### config.mk
export PLATFORM = sky130hd
export DESIGN_NAME = ps2mq_assembler
export DESIGN_NICKNAME = d
export VERILOG_FILES = /design/src/sv/assert_macros.svh /design/src/sv/ps2mq_pkg.sv /design/src/sv/ps2mq_assembler.sv
export SDC_FILE = /design/constraint.sdc
export NUM_CORES = 1
export LEC_CHECK = 0
export ABC_AREA = 1
export CAP_MARGIN = 20
export CORE_MARGIN = 4
export CORE_UTILIZATION = 47
export CTS_CLUSTER_SIZE = 12
export DETAILED_ROUTE_END_ITERATION = 12
export DONT_BUFFER_PORTS = 1
export MAX_ROUTING_LAYER = met4
export PLACE_DENSITY_LB_ADDON = 0.08
export SLEW_MARGIN = 20
export SYNTH_ARGS = -nofsm -noshare
export SYNTH_HDL_FRONTEND = slang
export SYNTH_SLANG_ARGS = --single-unit
### constraint.sdc
create_clock -name clk -period 1.2 [get_ports clk]
set_input_delay 0 -clock clk [delete_from_list [all_inputs] [get_ports clk]]
set_output_delay 0 -clock clk [all_outputs]
set_load 0.05 [all_outputs]
### src/sv/assert_macros.svh
// assertion helpers shared by the rtl files
`ifndef ASSERT_MACROS_SVH
`define ASSERT_MACROS_SVH

`ifndef SYNTHESIS

// check on clk with arst_n as the disable
`define PS2MQ_ASSERT(label, prop) \
	label: assert property (@(posedge clk) disable iff (!arst_n) prop) \
		else $error("assertion failed");

// check with an explicit clock and active-low reset
`define PS2MQ_ASSERT_CLK(label, clk_i, rst_n_i, prop) \
	label: assert property (@(posedge clk_i) disable iff (!rst_n_i) prop) \
		else $error("assertion failed");

`else

`define PS2MQ_ASSERT(label, prop)
`define PS2MQ_ASSERT_CLK(label, clk_i, rst_n_i, prop)

`endif

`endif

### src/sv/ps2mq_pkg.sv
`default_nettype none

package ps2mq_pkg;

	localparam int SLOT_COUNT  = 6;
	localparam int QUEUE_DEPTH = 64;

	localparam int SLOT_W    = (SLOT_COUNT > 1) ? $clog2(SLOT_COUNT) : 1;
	localparam int PTR_W     = $clog2(QUEUE_DEPTH);
	localparam int MEM_DEPTH = SLOT_COUNT * QUEUE_DEPTH;
	localparam int ADDR_W    = (MEM_DEPTH > 1) ? $clog2(MEM_DEPTH) : 1;

	localparam int BTN_W = 3;
	localparam int EV_W  = BTN_W + 16;

	// controller status and packet bits
	localparam int STATUS_FULL_BIT = 0;
	localparam int STATUS_AUX_BIT  = 5;
	localparam int SYNC_BIT        = 3;

	typedef struct packed {
		logic              valid;
		logic [BTN_W-1:0]  buttons;
		logic signed [7:0] dx;
		logic signed [7:0] dy;
	} ev_t;

	function automatic logic [PTR_W-1:0] next_ptr(input logic [PTR_W-1:0] p);
		return (p == PTR_W'(QUEUE_DEPTH - 1)) ? '0 : p + 1'b1;
	endfunction

	function automatic logic [ADDR_W-1:0] mem_addr(input logic [SLOT_W-1:0] s,
		input logic [PTR_W-1:0] p);
		return ADDR_W'(s) * ADDR_W'(QUEUE_DEPTH) + ADDR_W'(p);
	endfunction

endpackage

`default_nettype wire

### src/sv/ps2mq_assembler.sv
`default_nettype none

module ps2mq_assembler (
	input  wire logic        clk,
	input  wire logic        arst_n,
	input  wire logic        take,
	input  wire logic [7:0]  status_byte,
	input  wire logic [7:0]  data_byte,
	output ps2mq_pkg::ev_t   ev
);

	localparam logic [1:0] POS_FIRST  = 2'd0;
	localparam logic [1:0] POS_SECOND = 2'd1;
	localparam logic [1:0] POS_THIRD  = 2'd2;

	logic [1:0] pos_q;
	logic [7:0] first_q;
	logic [7:0] second_q;
	logic       aux_ok;

	assign aux_ok = status_byte[ps2mq_pkg::STATUS_FULL_BIT]
		& status_byte[ps2mq_pkg::STATUS_AUX_BIT];

	// packet completes on the third byte
	always_comb begin
		ev.valid   = take && aux_ok && (pos_q != POS_FIRST) && (pos_q != POS_SECOND);
		ev.buttons = first_q[ps2mq_pkg::BTN_W-1:0];
		ev.dx      = second_q;
		ev.dy      = data_byte;
	end

	always_ff @(posedge clk or negedge arst_n) begin
		if (!arst_n) begin
			pos_q    <= POS_FIRST;
			first_q  <= '0;
			second_q <= '0;
		end else if (take && aux_ok) begin
			case (pos_q)
				POS_FIRST: begin
					// resync: a first byte needs the always-one bit
					if (data_byte[ps2mq_pkg::SYNC_BIT]) begin
						first_q <= data_byte;
						pos_q   <= POS_SECOND;
					end
				end
				POS_SECOND: begin
					second_q <= data_byte;
					pos_q    <= POS_THIRD;
				end
				default: begin
					pos_q <= POS_FIRST;
				end
			endcase
		end
	end

endmodule

`default_nettype wire

==> reports/metrics.cfg <==
[routing]
ant_nets=0
routedWlPerCell_um=12.3
via_per_inst=4.67
drt-initial-drc-count=7
wl_um=1330
first_pass_iters=4
dr_total_vias=504
drc_errors=0

[synthesis]
synth_nets=93
synth_cells=74
ys_seq_area_share_pct=51.3
avgSynthCellArea_um2=8.57
ys_ff_latch=13
synth_area_um2=634
yosysUniqueCellTypes=14
ys_warn_count=0

[clock_tree]
htreeDepth=1
max-clock-path-buffers=2
clk_latency_ns=0.27
cts_tree=done
post_cts_buffers=0
clock-root-buffer=clkbuf_4
cts-buffers-inserted=3
cts.sinks=13

[timing]
max-slew-margin-rel_pct=60.2
skew_ns=0.00411
slew_violations=0
worst_slack_ns=0.160
rsz0062_at_grt=false
tightest_slew_ns=0.596
finalCritPeriodShare_pct=86.6
finalSetupViolations=0
final_hold_viol_count=0
setup_tns_ns=0
max_freq_mhz=962
finalCriticalPeriod_ns=1.04

[global_routing]
grt_pass1_wl_um=2200
antenna_found_initial=0
grt.total_usage_pct=16.1
grt_pass1_vias=527
grt_max_degree=14
grt-ovfl-total=0

[floorplanning]
dieHeight_um=44.7
die-area_um2=2000
boundaryPins=39
rows=12
initial_core_util_pct=53.5
die_w_um=44.7
coreArea_um2=1190

[setup_path]
critical_path.startpoint_type=input port
setup.worst_path.class=in2out
cp.arrival_ns=1.04
end_kind=primary output
worst-path-max-fanout=8
worstPathRequired_ns=1.20

[layout]
mostFrequentLayoutCells=nand2_1, dfrtp_1, dlygate4sd3_1, buf_4, inv_1
n_antenna_cell=0
drive_above_1_share_pct=22.3
synthToLayoutAreaGrowth_pct=30.6
final_common_cell=nand2_1
final_nets=114
regArea_um2=325
multi_input_area_um2=218
finish.utilization_pct=69.8
nFillCells=91

[run_status]
outcome=finished, final reports clean

[power]
p_per_area_nw_per_um2=2530
leakage_nw=0.452
peakVddDrop_mv=1.30

[flow_run]
max-cap-violations=0

[place]
port_buffers=0
post-place-ws_ns=0.238
gp_congestion=0.700
hpwl_um=936

[min_path]
hold_path.class=in2out

cell families (layout without fill, tap and decap cells):
family	Yosys count	after routing	synth area share (%)
AND/OR/NAND/NOR	40	40	29.2
AO/OA/AOI/OAI	5	5	5.13
flip-flops	13	13	51.3
buffers and inverters	16	36	14.4
through the flow:
stage / cell area, µm² / total power [mW] / hold slack (ns) / cells
6_report: 828 / 2.09 / 0.0000194 / 108
4_1_cts: 828 / 2.11 / 0.000350 / 108
5_1_grt: 828 / 2.22 / 0.0000937 / 108
3_5_place_dp: 682 / 1.80 / -0.295 / 92
3_3_place_gp: 682 / 1.78 / -0.295 / 92
2_1_floorplan: 634 / 1.55 / -0.296 / 74
power by group:
part | switching, mW | internal [mW] | leakage (nW) | total (mW)
logic | 0.790 | 0.331 | 0.273 | 1.12
registers | 0.0928 | 0.608 | 0.164 | 0.701
clock network | 0.143 | 0.129 | 0.0150 | 0.272
total | 1.03 | 1.07 | 0.452 | 2.09
what timing repair did:
action	CTS	global route
endpoints found under the setup margin	0	0
endpoints found under the hold margin	25	0
hold buffers	12	0
gates resized for setup	0	0
worst max-delay path, stage by stage:
cell and delay, ns:
dlygate4sd3_1 0.58, nand3_4 0.14, nor2_1 0.11, buf_4 0.20
path summary, 6_finish.rpt:
kind / end / slack (ns) / depth (start not counted) / start
max in group asynchronous: first_q[1]$_DFFE_PN0P_ / 0.65 / 1 / arst_n
worst min register to register: second_q[1]$_DFFE_PN0P_ / 0.48 / 2 / second_q[1]$_DFFE_PN0P_
worst min-delay path: ev[6] / 0.00002 / 0 / data_byte[6]
worst max register to register: second_q[2]$_DFFE_PN0P_ / 0.23 / 5 / pos_q[1]$_DFFE_PN0P_
min in group asynchronous: second_q[6]$_DFFE_PN0P_ / 0.16 / 1 / arst_n
worst max-delay path: ev[19] / 0.16 / 4 / status_byte[0]
final cells by class:
class | count | share of cell area (%)
Tap cell | 14 | 2.11
Timing Repair Buffer | 24 | 25.4
Clock buffer | 4 | 3.17
Multi-Input combinational cell | 45 | 26.3
Sequential cell | 13 | 39.3
Inverter | 8 | 3.78
cells in the mapped netlist:
cell type  instances  area, µm²
clkinv_2           1       5.00
nand2_4            1       11.3
nor2_4             1       11.3
buf_4              8       60.1
nand2_2            1       6.26
nor2_1             3       11.3
o21ai_0            2       10.0
inv_2              1       3.75
o21bai_1           3       22.5
nand2_1           30        113
nand3_4            1       17.5
inv_1              6       22.5
nand3_1            3       15.0
dfrtp_1           13        325
registers in the layout (all words and copies together), names as in the netlist:
register  count
second_q      8
first_q       3
pos_q         2
layer usage:
metal / up-vias / part of all wire, % / global-route usage [%]
met2: 19 / 51 / 27.5
met5: - / 0 / -
met4: 0 / 1.7 / 9.64
li1: 257 / - / -
met3: 6 / 6.6 / 2.39
met1: 222 / 41 / 17.3
(Power assumes the default switching activity.)
